**src/rtl/bba_pkg.sv**
```systemverilog
// Shared types and constants of the block bitmap allocator.
`timescale 1ns / 1ps

package bba_pkg;

   localparam int MAX_BLOCKS_DEFAULT  = 1024;
   localparam int QUEUE_DEPTH_DEFAULT = 2;
   localparam int BLOCKS_RESET        = 1024;
   localparam int COUNT_W             = 11;
   localparam int WORD_W              = 32;
   localparam int WORD_SH             = 5;

   typedef enum logic [1:0] {
      OP_ALLOC = 2'd0,
      OP_CHECK = 2'd1,
      OP_WRITE = 2'd2,
      OP_READ  = 2'd3
   } bba_op_type;

   typedef enum logic [3:0] {
      BK_CLEAR,
      BK_RESIZE,
      BK_TRIM_RD,
      BK_TRIM_WR,
      BK_IDLE,
      BK_SCAN,
      BK_BYTE_RD,
      BK_BYTE_USE,
      BK_REPLY
   } bba_state_type;

   typedef struct packed {
      logic [1:0]  command;
      logic [6:0]  byte_index;
      logic [7:0]  byte_value;
      logic [10:0] needed_count;
   } bba_req_type;

   typedef struct packed {
      logic [9:0] block_index;
      logic       found;
      logic       enough;
      logic [7:0] read_byte;
   } bba_rsp_type;

   // Classified command as handed from the front end to the back end.
   typedef struct packed {
      bba_op_type  op;
      logic [4:0]  word;
      logic [1:0]  lane;
      logic [7:0]  value;
      logic [7:0]  lane_mask;
      logic [10:0] need;
   } bba_cmd_type;

endpackage

```
**src/rtl/bba_ram.sv**
```systemverilog
// Generic single-write, single-read RAM with registered read data.
`timescale 1ns / 1ps

module bba_ram #(
   parameter int WIDTH = 32,
   parameter int DEPTH = 32,
   localparam int ADDR_W = (DEPTH > 1) ? $clog2(DEPTH) : 1
) (
   input  logic              clock,
   input  logic              we,
   input  logic [ADDR_W-1:0] waddr,
   input  logic [WIDTH-1:0]  wdata,
   input  logic [ADDR_W-1:0] raddr,
   output logic [WIDTH-1:0]  rdata
);

   logic [WIDTH-1:0] mem_ff [DEPTH];
   logic [WIDTH-1:0] rdata_ff;

   always_ff @(posedge clock) begin
      if (we) begin
         mem_ff[waddr] <= wdata;
      end
      rdata_ff <= mem_ff[raddr];
   end

   assign rdata = rdata_ff;

endmodule

```
**src/rtl/bba_fifo.sv**
```systemverilog
// Small register queue used between the allocator stages.
`timescale 1ns / 1ps

module bba_fifo #(
   parameter int WIDTH = 8,
   parameter int DEPTH = 2,
   localparam int PTR_W = (DEPTH > 1) ? $clog2(DEPTH) : 1,
   localparam int CNT_W = $clog2(DEPTH + 1)
) (
   input  logic             clock,
   input  logic             reset,
   input  logic             push,
   input  logic [WIDTH-1:0] wdata,
   output logic             full,
   input  logic             pop,
   output logic [WIDTH-1:0] rdata,
   output logic             empty
);

   logic [WIDTH-1:0] entry_ff [DEPTH];
   logic [PTR_W-1:0] wr_ptr_ff, wr_ptr_in;
   logic [PTR_W-1:0] rd_ptr_ff, rd_ptr_in;
   logic [CNT_W-1:0] count_ff, count_in;
   logic             do_push;
   logic             do_pop;

   assign full    = (count_ff == CNT_W'(DEPTH));
   assign empty   = (count_ff == '0);
   assign do_push = push && !full;
   assign do_pop  = pop && !empty;
   assign rdata   = entry_ff[rd_ptr_ff];

   always_comb begin
      wr_ptr_in = wr_ptr_ff;
      rd_ptr_in = rd_ptr_ff;
      count_in  = count_ff;
      if (do_push) begin
         wr_ptr_in = (wr_ptr_ff == PTR_W'(DEPTH - 1)) ? '0 : wr_ptr_ff + 1'b1;
      end
      if (do_pop) begin
         rd_ptr_in = (rd_ptr_ff == PTR_W'(DEPTH - 1)) ? '0 : rd_ptr_ff + 1'b1;
      end
      if (do_push && !do_pop) begin
         count_in = count_ff + 1'b1;
      end else if (do_pop && !do_push) begin
         count_in = count_ff - 1'b1;
      end
   end

   always_ff @(posedge clock) begin
      if (reset) begin
         wr_ptr_ff <= '0;
         rd_ptr_ff <= '0;
         count_ff  <= '0;
      end else begin
         wr_ptr_ff <= wr_ptr_in;
         rd_ptr_ff <= rd_ptr_in;
         count_ff  <= count_in;
      end
   end

   always_ff @(posedge clock) begin
      if (do_push) begin
         entry_ff[wr_ptr_ff] <= wdata;
      end
   end

endmodule

```
**src/rtl/bba_front.sv**
```systemverilog
// Front end: accepts request transactions, classifies them and queues them.
`timescale 1ns / 1ps

module bba_front #(
   parameter int MAX_BLOCKS  = bba_pkg::MAX_BLOCKS_DEFAULT,
   parameter int QUEUE_DEPTH = bba_pkg::QUEUE_DEPTH_DEFAULT,
   localparam int CNT_W = $clog2(MAX_BLOCKS + 1),
   localparam int CMP_W = (CNT_W > bba_pkg::COUNT_W) ? CNT_W : bba_pkg::COUNT_W
) (
   input  logic                 clock,
   input  logic                 reset,
   input  logic                 push,
   input  bba_pkg::bba_req_type req,
   output logic                 full,
   input  logic [CNT_W-1:0]     cover_count,
   output bba_pkg::bba_cmd_type head,
   output logic                 empty,
   input  logic                 pop
);

   bba_pkg::bba_cmd_type cls;
   logic [CMP_W-1:0]     byte_wide;
   logic [CMP_W-1:0]     full_bytes;
   logic [2:0]           tail_bits;

   // Work out which bits of the addressed byte lie below the covered count.
   assign byte_wide  = CMP_W'(req.byte_index);
   assign full_bytes = CMP_W'(cover_count) >> 3;
   assign tail_bits  = cover_count[2:0];

   always_comb begin
      cls.op    = bba_pkg::bba_op_type'(req.command);
      cls.word  = req.byte_index[6:2];
      cls.lane  = req.byte_index[1:0];
      cls.value = req.byte_value;
      cls.need  = req.needed_count;
      if (byte_wide < full_bytes) begin
         cls.lane_mask = 8'hFF;
      end else if (byte_wide == full_bytes) begin
         cls.lane_mask = (8'd1 << tail_bits) - 8'd1;
      end else begin
         cls.lane_mask = 8'd0;
      end
   end

   bba_fifo #(
      .WIDTH ($bits(bba_pkg::bba_cmd_type)),
      .DEPTH (QUEUE_DEPTH)
   ) u_cmd_q (
      .clock (clock),
      .reset (reset),
      .push  (push),
      .wdata (cls),
      .full  (full),
      .pop   (pop),
      .rdata (head),
      .empty (empty)
   );

endmodule

```
**src/rtl/bba_back.sv**
```systemverilog
// Back end: owns the bitmap memory, runs scans, byte accesses and clearing passes.
`timescale 1ns / 1ps

module bba_back #(
   parameter int MAX_BLOCKS = bba_pkg::MAX_BLOCKS_DEFAULT,
   localparam int WORD_W = bba_pkg::WORD_W,
   localparam int WORD_SH = bba_pkg::WORD_SH,
   localparam int WORDS  = (MAX_BLOCKS + WORD_W - 1) / WORD_W,
   localparam int ADDR_W = (WORDS > 1) ? $clog2(WORDS) : 1,
   localparam int CNT_W  = $clog2(MAX_BLOCKS + 1),
   localparam int CMP_W  = (CNT_W > bba_pkg::COUNT_W) ? CNT_W : bba_pkg::COUNT_W,
   localparam int N_RST  = (bba_pkg::BLOCKS_RESET > MAX_BLOCKS) ?
                           MAX_BLOCKS : bba_pkg::BLOCKS_RESET
) (
   input  logic                         clock,
   input  logic                         reset,
   input  logic                         csr_valid,
   output logic                         csr_ready,
   input  logic [bba_pkg::COUNT_W-1:0]  csr_wdata,
   input  bba_pkg::bba_cmd_type         cmd_head,
   input  logic                         cmd_empty,
   output logic                         cmd_pop,
   input  logic                         rsp_full,
   output logic                         rsp_push,
   output bba_pkg::bba_rsp_type         rsp_data,
   output logic                         clearing,
   output logic [CNT_W-1:0]             cover_count
);

   bba_pkg::bba_state_type state_ff, state_in;
   logic [CNT_W-1:0]       n_ff, n_in;
   bba_pkg::bba_cmd_type   cur_ff, cur_in;
   logic [ADDR_W:0]        addr_ff, addr_in;
   logic                   rv_ff, rv_in;
   logic [ADDR_W-1:0]      rw_ff, rw_in;
   logic [CNT_W-1:0]       cnt_ff, cnt_in;
   bba_pkg::bba_rsp_type   res_ff, res_in;
   logic                   pw_ff, pw_in;
   logic [ADDR_W-1:0]      wa_ff, wa_in;
   logic [WORD_W-1:0]      wd_ff, wd_in;
   logic [ADDR_W-1:0]      clr_ff, clr_in;

   logic                   ram_we;
   logic [ADDR_W-1:0]      ram_waddr;
   logic [WORD_W-1:0]      ram_wdata;
   logic [ADDR_W-1:0]      ram_raddr;
   logic [WORD_W-1:0]      ram_rdata;

   logic [CMP_W-1:0]       n_wide;
   logic [CMP_W-1:0]       nw_wide;
   logic [WORD_SH-1:0]     rem;
   logic [CMP_W-1:0]       last_wide;
   logic [ADDR_W:0]        last_words;
   logic [ADDR_W-1:0]      trim_word;
   logic                   nw_in_range;
   logic [CMP_W-1:0]       csr_wide;
   logic [CNT_W-1:0]       n_new;
   logic                   start;

   logic [WORD_W-1:0]      scan_mask;
   logic [WORD_W-1:0]      free_bits;
   logic [WORD_W-1:0]      low_bit;
   logic [WORD_SH-1:0]     hit_pos;
   logic [5:0]             pop_cnt;
   logic                   scan_last;
   logic                   scan_hit;
   logic [ADDR_W+WORD_SH+9:0] idx_wide;

   logic [ADDR_W-1:0]      byte_word;
   logic [ADDR_W+4:0]      byte_word_wide;
   logic [WORD_SH-1:0]     lane_sh;
   logic [7:0]             byte_now;
   logic [WORD_W-1:0]      lane_m32;
   logic [WORD_W-1:0]      val_m32;
   logic                   enough_cmp;

   function automatic logic [WORD_W-1:0] cover_mask(input logic [ADDR_W-1:0] w,
                                                    input logic [CMP_W-1:0] nw,
                                                    input logic [WORD_SH-1:0] r);
      logic [CMP_W-1:0] wx;
      wx = CMP_W'(w);
      if (wx < nw) begin
         return '1;
      end else if (wx == nw) begin
         return (WORD_W'(1) << r) - WORD_W'(1);
      end
      return '0;
   endfunction

   function automatic logic [5:0] popcount32(input logic [WORD_W-1:0] v);
      logic [1:0] s1 [16];
      logic [2:0] s2 [8];
      logic [3:0] s3 [4];
      logic [4:0] s4 [2];
      for (int i = 0; i < 16; i++) begin
         s1[i] = {1'b0, v[2*i]} + {1'b0, v[2*i+1]};
      end
      for (int i = 0; i < 8; i++) begin
         s2[i] = {1'b0, s1[2*i]} + {1'b0, s1[2*i+1]};
      end
      for (int i = 0; i < 4; i++) begin
         s3[i] = {1'b0, s2[2*i]} + {1'b0, s2[2*i+1]};
      end
      for (int i = 0; i < 2; i++) begin
         s4[i] = {1'b0, s3[2*i]} + {1'b0, s3[2*i+1]};
      end
      return {1'b0, s4[0]} + {1'b0, s4[1]};
   endfunction

   function automatic logic [WORD_SH-1:0] onehot_index(input logic [WORD_W-1:0] oh);
      logic [WORD_SH-1:0] pos;
      pos = '0;
      for (int i = 0; i < WORD_W; i++) begin
         if (oh[i]) begin
            pos = pos | WORD_SH'(i);
         end
      end
      return pos;
   endfunction

   // Covered-range bookkeeping.
   assign n_wide      = CMP_W'(n_ff);
   assign nw_wide     = n_wide >> WORD_SH;
   assign rem         = n_wide[WORD_SH-1:0];
   assign last_wide   = nw_wide + CMP_W'(rem != '0);
   assign last_words  = last_wide[ADDR_W:0];
   assign trim_word   = nw_wide[ADDR_W-1:0];
   assign nw_in_range = nw_wide < CMP_W'(WORDS);
   assign csr_wide    = CMP_W'(csr_wdata);
   assign n_new       = (csr_wide > CMP_W'(MAX_BLOCKS)) ? CNT_W'(MAX_BLOCKS) : CNT_W'(csr_wide);

   assign csr_ready   = (state_ff == bba_pkg::BK_IDLE);
   assign start       = (state_ff == bba_pkg::BK_IDLE) && !csr_valid && !cmd_empty && !rsp_full;
   assign cmd_pop     = start;
   assign cover_count = n_ff;
   assign clearing    = (state_ff == bba_pkg::BK_CLEAR) || (state_ff == bba_pkg::BK_RESIZE) ||
                        (state_ff == bba_pkg::BK_TRIM_RD) || (state_ff == bba_pkg::BK_TRIM_WR);

   // Scan datapath on the word returned by the memory.
   assign scan_mask = cover_mask(rw_ff, nw_wide, rem);
   assign free_bits = ~ram_rdata & scan_mask;
   assign low_bit   = free_bits & (~free_bits + WORD_W'(1));
   assign hit_pos   = onehot_index(low_bit);
   assign pop_cnt   = popcount32(free_bits);
   assign scan_last = rv_ff && ({1'b0, rw_ff} == last_words - 1'b1);
   assign scan_hit  = rv_ff && (cur_ff.op == bba_pkg::OP_ALLOC) && (free_bits != '0);
   assign idx_wide  = {10'b0, rw_ff, hit_pos};

   // Byte access datapath.
   assign byte_word_wide = {ADDR_W'(0), cur_ff.word};
   assign byte_word      = byte_word_wide[ADDR_W-1:0];
   assign lane_sh        = {cur_ff.lane, 3'b000};
   assign byte_now       = 8'(ram_rdata >> lane_sh);
   assign lane_m32       = WORD_W'(cur_ff.lane_mask) << lane_sh;
   assign val_m32        = WORD_W'(cur_ff.value) << lane_sh;
   assign enough_cmp     = CMP_W'(cnt_ff) >= CMP_W'(cur_ff.need);

   always_comb begin
      rsp_data        = res_ff;
      rsp_data.enough = (cur_ff.op == bba_pkg::OP_CHECK) && enough_cmp;
   end

   always_comb begin
      state_in = state_ff;
      case (state_ff)
         bba_pkg::BK_CLEAR: begin
            if (clr_ff == ADDR_W'(WORDS - 1)) begin
               state_in = bba_pkg::BK_IDLE;
            end
         end
         bba_pkg::BK_RESIZE: begin
            if (!nw_in_range) begin
               state_in = bba_pkg::BK_IDLE;
            end else if (rem != '0) begin
               state_in = bba_pkg::BK_TRIM_RD;
            end else begin
               state_in = bba_pkg::BK_CLEAR;
            end
         end
         bba_pkg::BK_TRIM_RD: state_in = bba_pkg::BK_TRIM_WR;
         bba_pkg::BK_TRIM_WR: begin
            state_in = (trim_word == ADDR_W'(WORDS - 1)) ? bba_pkg::BK_IDLE : bba_pkg::BK_CLEAR;
         end
         bba_pkg::BK_IDLE: begin
            if (csr_valid) begin
               state_in = bba_pkg::BK_RESIZE;
            end else if (start) begin
               case (cmd_head.op)
                  bba_pkg::OP_ALLOC, bba_pkg::OP_CHECK: begin
                     state_in = (last_words == '0) ? bba_pkg::BK_REPLY : bba_pkg::BK_SCAN;
                  end
                  default: begin
                     state_in = (cmd_head.lane_mask == '0) ? bba_pkg::BK_REPLY :
                                bba_pkg::BK_BYTE_RD;
                  end
               endcase
            end
         end
         bba_pkg::BK_SCAN: begin
            if (scan_hit || scan_last) begin
               state_in = bba_pkg::BK_REPLY;
            end
         end
         bba_pkg::BK_BYTE_RD:  state_in = bba_pkg::BK_BYTE_USE;
         bba_pkg::BK_BYTE_USE: state_in = bba_pkg::BK_REPLY;
         bba_pkg::BK_REPLY:    state_in = bba_pkg::BK_IDLE;
         default:              state_in = bba_pkg::BK_IDLE;
      endcase
   end

   always_comb begin
      n_in      = n_ff;
      cur_in    = cur_ff;
      addr_in   = addr_ff;
      rv_in     = 1'b0;
      rw_in     = rw_ff;
      cnt_in    = cnt_ff;
      res_in    = res_ff;
      pw_in     = pw_ff;
      wa_in     = wa_ff;
      wd_in     = wd_ff;
      clr_in    = clr_ff;
      ram_we    = 1'b0;
      ram_waddr = wa_ff;
      ram_wdata = wd_ff;
      ram_raddr = addr_ff[ADDR_W-1:0];
      rsp_push  = 1'b0;
      case (state_ff)
         bba_pkg::BK_CLEAR: begin
            ram_we    = 1'b1;
            ram_waddr = clr_ff;
            ram_wdata = '0;
            clr_in    = clr_ff + 1'b1;
         end
         bba_pkg::BK_RESIZE: begin
            clr_in = trim_word;
         end
         bba_pkg::BK_TRIM_RD: begin
            ram_raddr = trim_word;
         end
         bba_pkg::BK_TRIM_WR: begin
            // Drop the bits of the partial word that fall outside the new count.
            ram_we    = 1'b1;
            ram_waddr = trim_word;
            ram_wdata = ram_rdata & cover_mask(trim_word, nw_wide, rem);
            clr_in    = trim_word + 1'b1;
         end
         bba_pkg::BK_IDLE: begin
            if (csr_valid) begin
               n_in = n_new;
            end else if (start) begin
               cur_in  = cmd_head;
               addr_in = '0;
               cnt_in  = '0;
               res_in  = '0;
               pw_in   = 1'b0;
            end
         end
         bba_pkg::BK_SCAN: begin
            // Keep one read in flight while the previous word is examined.
            if (addr_ff < last_words) begin
               ram_raddr = addr_ff[ADDR_W-1:0];
               addr_in   = addr_ff + 1'b1;
               rv_in     = 1'b1;
               rw_in     = addr_ff[ADDR_W-1:0];
            end
            if (scan_hit) begin
               pw_in              = 1'b1;
               wa_in              = rw_ff;
               wd_in              = ram_rdata | low_bit;
               res_in.found       = 1'b1;
               res_in.block_index = idx_wide[9:0];
            end else if (rv_ff && (cur_ff.op == bba_pkg::OP_CHECK)) begin
               cnt_in = cnt_ff + CNT_W'(pop_cnt);
            end
         end
         bba_pkg::BK_BYTE_RD: begin
            ram_raddr = byte_word;
         end
         bba_pkg::BK_BYTE_USE: begin
            if (cur_ff.op == bba_pkg::OP_READ) begin
               res_in.read_byte = byte_now & cur_ff.lane_mask;
            end else begin
               pw_in = 1'b1;
               wa_in = byte_word;
               wd_in = (ram_rdata & ~lane_m32) | (val_m32 & lane_m32);
            end
         end
         bba_pkg::BK_REPLY: begin
            ram_we   = pw_ff;
            rsp_push = 1'b1;
         end
         default: begin
            rsp_push = 1'b0;
         end
      endcase
   end

   always_ff @(posedge clock) begin
      if (reset) begin
         state_ff <= bba_pkg::BK_CLEAR;
         n_ff     <= CNT_W'(N_RST);
         clr_ff   <= '0;
         rv_ff    <= 1'b0;
         pw_ff    <= 1'b0;
      end else begin
         state_ff <= state_in;
         n_ff     <= n_in;
         clr_ff   <= clr_in;
         rv_ff    <= rv_in;
         pw_ff    <= pw_in;
      end
   end

   always_ff @(posedge clock) begin
      cur_ff  <= cur_in;
      addr_ff <= addr_in;
      rw_ff   <= rw_in;
      cnt_ff  <= cnt_in;
      res_ff  <= res_in;
      wa_ff   <= wa_in;
      wd_ff   <= wd_in;
   end

   bba_ram #(
      .WIDTH (WORD_W),
      .DEPTH (WORDS)
   ) u_map (
      .clock (clock),
      .we    (ram_we),
      .waddr (ram_waddr),
      .wdata (ram_wdata),
      .raddr (ram_raddr),
      .rdata (ram_rdata)
   );

endmodule

```
**src/rtl/block_bitmap_allocator_top.sv**
```systemverilog
// Allocate and check scan one 32-bit bitmap word per cycle from the map RAM,
// allocate stopping at its first hit. Map byte writes and reads fetch the word,
// then merge or extract the byte; past the covered count they skip the map.
// One command is executed at a time; the command and result queues hold two each.
// Synchronous reset starts a clearing pass over the whole map with full high;
// shrinking the block count runs the same pass from the new end of the map.
`timescale 1ns / 1ps

module block_bitmap_allocator_top #(
   parameter int MAX_BLOCKS  = bba_pkg::MAX_BLOCKS_DEFAULT,
   parameter int QUEUE_DEPTH = bba_pkg::QUEUE_DEPTH_DEFAULT,
   localparam int CNT_W = $clog2(MAX_BLOCKS + 1)
) (
   input  logic                        clock,
   input  logic                        reset,
   input  logic                        push,
   output logic                        full,
   input  bba_pkg::bba_req_type        req_item,
   output logic                        empty,
   input  logic                        pop,
   output bba_pkg::bba_rsp_type        rsp_item,
   input  logic                        csr_valid,
   output logic                        csr_ready,
   input  logic [bba_pkg::COUNT_W-1:0] csr_wdata
);

   bba_pkg::bba_cmd_type cmd_head;
   logic                 cmd_empty;
   logic                 cmd_pop;
   logic                 cmd_full;
   logic                 rsp_full;
   logic                 rsp_push;
   bba_pkg::bba_rsp_type rsp_data;
   logic                 clearing;
   logic [CNT_W-1:0]     cover_count;

   // Hold off new transactions while the map is being cleared.
   assign full = cmd_full || clearing;

   bba_front #(
      .MAX_BLOCKS  (MAX_BLOCKS),
      .QUEUE_DEPTH (QUEUE_DEPTH)
   ) u_front (
      .clock       (clock),
      .reset       (reset),
      .push        (push && !clearing),
      .req         (req_item),
      .full        (cmd_full),
      .cover_count (cover_count),
      .head        (cmd_head),
      .empty       (cmd_empty),
      .pop         (cmd_pop)
   );

   bba_back #(
      .MAX_BLOCKS (MAX_BLOCKS)
   ) u_back (
      .clock       (clock),
      .reset       (reset),
      .csr_valid   (csr_valid),
      .csr_ready   (csr_ready),
      .csr_wdata   (csr_wdata),
      .cmd_head    (cmd_head),
      .cmd_empty   (cmd_empty),
      .cmd_pop     (cmd_pop),
      .rsp_full    (rsp_full),
      .rsp_push    (rsp_push),
      .rsp_data    (rsp_data),
      .clearing    (clearing),
      .cover_count (cover_count)
   );

   bba_fifo #(
      .WIDTH ($bits(bba_pkg::bba_rsp_type)),
      .DEPTH (QUEUE_DEPTH)
   ) u_rsp_q (
      .clock (clock),
      .reset (reset),
      .push  (rsp_push),
      .wdata (rsp_data),
      .full  (rsp_full),
      .pop   (pop),
      .rdata (rsp_item),
      .empty (empty)
   );

endmodule

```
**config.mk**
```make
export PLATFORM = sky130hd
export DESIGN_NAME = block_bitmap_allocator_top
export DESIGN_NICKNAME = d
export VERILOG_FILES = /design/src/rtl/bba_pkg.sv /design/src/rtl/bba_ram.sv /design/src/rtl/bba_fifo.sv /design/src/rtl/bba_front.sv /design/src/rtl/bba_back.sv /design/src/rtl/block_bitmap_allocator_top.sv
export SDC_FILE = /design/constraint.sdc
export NUM_CORES = 2
export LEC_CHECK = 0
export CAP_MARGIN = 10
export CORE_UTILIZATION = 60
export DETAILED_ROUTE_END_ITERATION = 7
export DONT_BUFFER_PORTS = 1
export PLACE_DENSITY = 0.86
export SETUP_SLACK_MARGIN = 0.5
export SYNTH_ARGS = -nofsm -noshare
export SYNTH_HDL_FRONTEND = slang
export SYNTH_HIERARCHICAL = 1
export SYNTH_SLANG_ARGS = --single-unit
```
**constraint.sdc**
```tcl
create_clock -name clock -period 9.25 [get_ports clock]
set_clock_uncertainty 0.1 [all_clocks]
set_input_delay 1.3875 -clock clock [delete_from_list [all_inputs] [get_ports clock]]
set_output_delay 1.3875 -clock clock [all_outputs]
set_load 0.05 [all_outputs]
```
==> flow_results.org <==
** Outcome
- The run finished with clean final reports.

** Power
- VDD sags by at most 0.2257 mV.
- Reported leakage power :: 23.06 nW
- Dividing total power by cell area gives a power density of 194.5 nW/µm².

** Cells and area
- # nets final :: 3,815
- In the final layout, the share of cells above drive strength 1 is 11.42%.
- Final core area utilization :: 67.07%
- In the layout the commonest cells are 1,250 x sky130_fd_sc_hd__edfxtp_1, 520 x sky130_fd_sc_hd__mux2i_1, 228 x sky130_fd_sc_hd__nand2_1.
- Area Growth Syn to Fin :: 10.71%
- Leaving out fill and tap cells, the most frequent cell in the layout is sky130_fd_sc_hd__edfxtp_1.
- Post-route cell area :: 61,570 µm²

** Clock tree
- Counting every sink on the clock net gives 1,314.
- CTS H-Tree Depth :: 4
- TritonCTS buffer count :: 130
- TritonCTS built the clock tree.
- Clock latency on the worst-skew pair, taken at its later pin, is 0.77 ns.
- Number of buffers on the longest clock path :: 3
- Clock tree synthesis selected as its root buffer the cell sky130_fd_sc_hd__clkbuf_16.
- Clock-pin slew was measured on the worst setup and hold paths at 0.06 ns.

** Global route
- Entering global routing, the biggest net connects 134 pins.
- The initial antenna violation count came to 3.
- The first global-routing pass estimated 223,000 µm of wire.
- The via count of the first global-routing pass came to 33,329.
- GRT Util Overall :: 33.16%
- For this run the aggregate overflow at the end of global routing stands at 0.

** Setup path
- In this run the worst path has a maximum fanout of 23.
- Data arrives at the worst endpoint at 8.72 ns.
- Worst setup path class :: reg2reg
- Setup crit end kind :: register
- Type of origin of the critical path :: register
- Required time worst endpoint :: 9.64 ns

** Synthesis
- For this run, the number of Yosys warnings is 6.
- Number of enable flip-flop cells after synthesis :: 1,250
- The cell count after synthesis came out at 3,678.
- Flop and latch count out of synthesis :: 1,314
- Dividing the synthesized area by the synthesized cell count gives 15.12 µm².
- The number of nets in the synthesized netlist is 3,800.
- In this run the biggest area consumer among cell types represents 67.49% of the synthesized area.
- The synthesized netlist occupies a cell area of 55,610 µm².
- Async set or reset register ratio after synthesis :: 0%
- Count of unique library cells instantiated by Yosys :: 98
- Most instantiated flip-flop cell in the synthesis netlist :: sky130_fd_sc_hd__edfxtp_1
- The share of the Yosys chip area taken by registers is 69.80%.
- Cell taking the most area after synthesis :: sky130_fd_sc_hd__edfxtp_1
- Leading post-synthesis cells by cell area :: sky130_fd_sc_hd__edfxtp_1 67%, sky130_fd_sc_hd__mux2i_1 9.4%, sky130_fd_sc_hd__dfxtp_1 2.3%, sky130_fd_sc_hd__a21oi_1 1.7%, sky130_fd_sc_hd__nand2_1 1.6%

** Drt
- Routed met2 length :: 70,690 µm
- In the final routed layout, each cell accounts on average for 30.89 µm.
- Using the TritonRoute via totals, the vias-per-cell ratio works out to 6.756.
- Detailed routing placed a total of 18,380 µm of wire on met3.
- Total number of vias :: 34,082
- Met1 routed wirelength after detailed routing :: 58,450 µm
- In this run, the number of DRC markers left after iteration 0 of detailed routing was 4,630.
- Total length of routed wires :: 155,800 µm
- The first detailed-routing pass took 6 iterations.
- Number of design rule violations left after detail routing :: 0
- The detailed router used layers up to and including met5.
- The detail route stage leaves a number of antenna-violating nets equal to 0.

** Die
- Die height :: 306.5 µm
- The floorplan has 111 rows.
- Initial core utilization :: 60.58%
- Io pins :: 67
- Die Area :: 93,910 µm²
- The total area inside the core boundary comes to 91,800 µm².
- DIE WIDTH :: 306.5 µm

** STA
- Headroom to the max-slew limit came out at 9.359%.
- Setup repair after global routing left no endpoint under its margin.
- Final worst path period share :: 90.07%
- Smallest hold slack :: 0.3450 ns
- Final critical-path required period :: 8.332 ns
- Setup slack on the critical path of the routed design comes to 0.9183 ns.
- The final count of pins violating max slew is 0.
- Adding up every negative setup slack in the final design gives 0 ns.
- Final count of negative-setup-slack endpoints :: 0
- The final hold violation count was 0.
- Achievable Freq :: 120.0 MHz
- Transition time at the pin with the least slew margin :: 1.352 ns

** Placement
- Final weighted congestion in routability-driven placement :: 1.007
- # port buffers :: 0
- The HPWL after detailed placement is 86,280 µm.
- In this run the cell area measured after placement is 57,090 µm².
- Before CTS, the worst setup slack after placement is 0.7264 ns.

** Min path
- HP Class :: reg2reg

** Job
- Number of maximum-capacitance constraint violations :: 0
## path summary, 6_finish.rpt
kind	from	to	slack, ns	depth (start not counted)
max	u_back/cover_count[2]$_SDFFE_PP0P_	u_back/cnt_ff[8]$_SDFFCE_PP0P_	0.92	27
min	u_back/rsp_data[6]$_SDFFCE_PN0P_	u_rsp_q/entry_ff[0][6]$_DFFE_PP_	0.34	0
max reg2reg	u_back/cover_count[2]$_SDFFE_PP0P_	u_back/cnt_ff[8]$_SDFFCE_PP0P_	0.92	27
min reg2reg	u_back/rsp_data[6]$_SDFFCE_PN0P_	u_rsp_q/entry_ff[0][6]$_DFFE_PP_	0.34	0
## worst max-delay path, stage by stage (launching register included)
cell	delay (ns)
sky130_fd_sc_hd__dfxtp_1	0.31
sky130_fd_sc_hd__or3_4	0.42
sky130_fd_sc_hd__or3b_2	0.50
sky130_fd_sc_hd__ha_4	0.26
sky130_fd_sc_hd__and2_1	0.24
sky130_fd_sc_hd__o211ai_1	0.21
sky130_fd_sc_hd__nand3_1	0.17
sky130_fd_sc_hd__o2bb2ai_1	0.30
sky130_fd_sc_hd__fa_1	0.61
sky130_fd_sc_hd__inv_1	0.07
sky130_fd_sc_hd__fa_1	0.50
sky130_fd_sc_hd__fa_1	0.57
sky130_fd_sc_hd__fa_1	0.45
sky130_fd_sc_hd__fa_1	0.55
sky130_fd_sc_hd__inv_1	0.07
sky130_fd_sc_hd__fa_1	0.53
sky130_fd_sc_hd__inv_1	0.05
sky130_fd_sc_hd__fa_1	0.46
sky130_fd_sc_hd__fa_1	0.41
sky130_fd_sc_hd__nor2b_1	0.15
sky130_fd_sc_hd__o21ai_0	0.15
sky130_fd_sc_hd__a21boi_1	0.24
sky130_fd_sc_hd__o21ai_0	0.11
sky130_fd_sc_hd__nand2b_1	0.10
sky130_fd_sc_hd__and2_1	0.18
sky130_fd_sc_hd__o21ai_0	0.10
sky130_fd_sc_hd__xor2_1	0.16
sky130_fd_sc_hd__nor2_1	0.06
## kinds of logic (layout without fill, tap and decap cells)
| group | count (synthesis) | count (layout) | share of synthesized area (%) |
|---|---|---|---|
| AOI/OAI and AO/OA | 630 | 630 | 7.692 |
| xor gates and xnor gates | 30 | 30 | 0.4725 |
| adders and majority gates | 78 | 78 | 2.106 |
| buffers and inverters | 302 | 425 | 2.659 |
| DFF | 1314 | 1314 | 69.80 |
| muxes | 584 | 584 | 10.82 |
| other | 0 | 1 | 0 |
| and+or+nand+nor | 740 | 740 | 6.455 |
## stage by stage
step	cells	total power, mW
CTS	5040	12.02
global placement	4800	6.750
global route	5044	12.25
floorplan	3678	6.696
detailed placement	4800	6.756
finish	5045	11.98
## sequential cells by signal, summed over array words and instances (netlist names), 2 cells and up, named ones only
signal,count
u_front/u_cmd_q/entry_ff,72
u_front/u_cmd_q/count_ff,2
u_back/u_map/mem_ff,1024
u_rsp_q/count_ff,2
u_back/cur_ff,31
u_back/wa_ff,5
u_back/byte_word,5
u_back/addr_ff,6
u_rsp_q/entry_ff,40
u_back/u_map/rdata,32
u_back/wd_ff,32
u_back/cover_count,11
u_back/rw_ff,5
u_back/rsp_data,19
u_back/cnt_ff,11
u_back/state_ff,4
u_back/clr_ff,5
## layout make-up
cell class                 count  area [µm²]
sequential                  1314       38820
fill                        5864       30230
multi-input combinational   2062       15700
clock buffer                 173        3515
tap                         1243        1555
clock inverter                67       850.8
timing repair buffer          82       745.7
inverter                     103       386.6
antenna                        1       2.502
## timing repair
action,4_1_cts,5_1_grt
resized for setup,0,11
endpoints found under the hold margin,0,0
setup endpoints to repair,0,4
buffers inserted,0,0
hold buffers,0,0
## cell usage after synthesis, types with 15 or more instances
cell                          n
sky130_fd_sc_hd__nand2b_1    17
sky130_fd_sc_hd__nor3_1      62
sky130_fd_sc_hd__o211ai_1    22
sky130_fd_sc_hd__a21oi_1    189
sky130_fd_sc_hd__a22o_1      65
sky130_fd_sc_hd__ha_1        52
sky130_fd_sc_hd__clkbuf_1    83
sky130_fd_sc_hd__mux2_2      56
sky130_fd_sc_hd__o21ai_0     44
sky130_fd_sc_hd__xor2_1      15
sky130_fd_sc_hd__fa_1        26
sky130_fd_sc_hd__and3_1      15
sky130_fd_sc_hd__buf_4       35
sky130_fd_sc_hd__a22oi_1    102
sky130_fd_sc_hd__buf_6       19
sky130_fd_sc_hd__buf_2       51
sky130_fd_sc_hd__mux2i_1    520
sky130_fd_sc_hd__xnor2_1     15
sky130_fd_sc_hd__nand3_1    125
sky130_fd_sc_hd__dfxtp_1     64
sky130_fd_sc_hd__nor4_1      16
sky130_fd_sc_hd__edfxtp_1  1250
sky130_fd_sc_hd__inv_1      102
sky130_fd_sc_hd__a31oi_1     65
sky130_fd_sc_hd__o22ai_1     19
sky130_fd_sc_hd__nor2_1     154
sky130_fd_sc_hd__nand2_1    230
## routing by layer
layer | vias up | global-route usage, %
met5 | - | 0.1034
met2 | 2380 | 50.43
met1 | 16941 | 45.01
met3 | 510 | 7.749
met4 | 2 | 17.00
li1 | 14249 | -
## report_power, final
| group | total [mW] | switching [mW] | leakage [nW] | internal [mW] |
|---|---|---|---|---|
| Clock | 5.34 | 2.33 | 2.11 | 3.02 |
| Combinational | 0.135 | 0.107 | 9.58 | 0.0282 |
| Sequential | 6.50 | 0.0192 | 11.4 | 6.48 |
(Power assumes the default switching activity.)
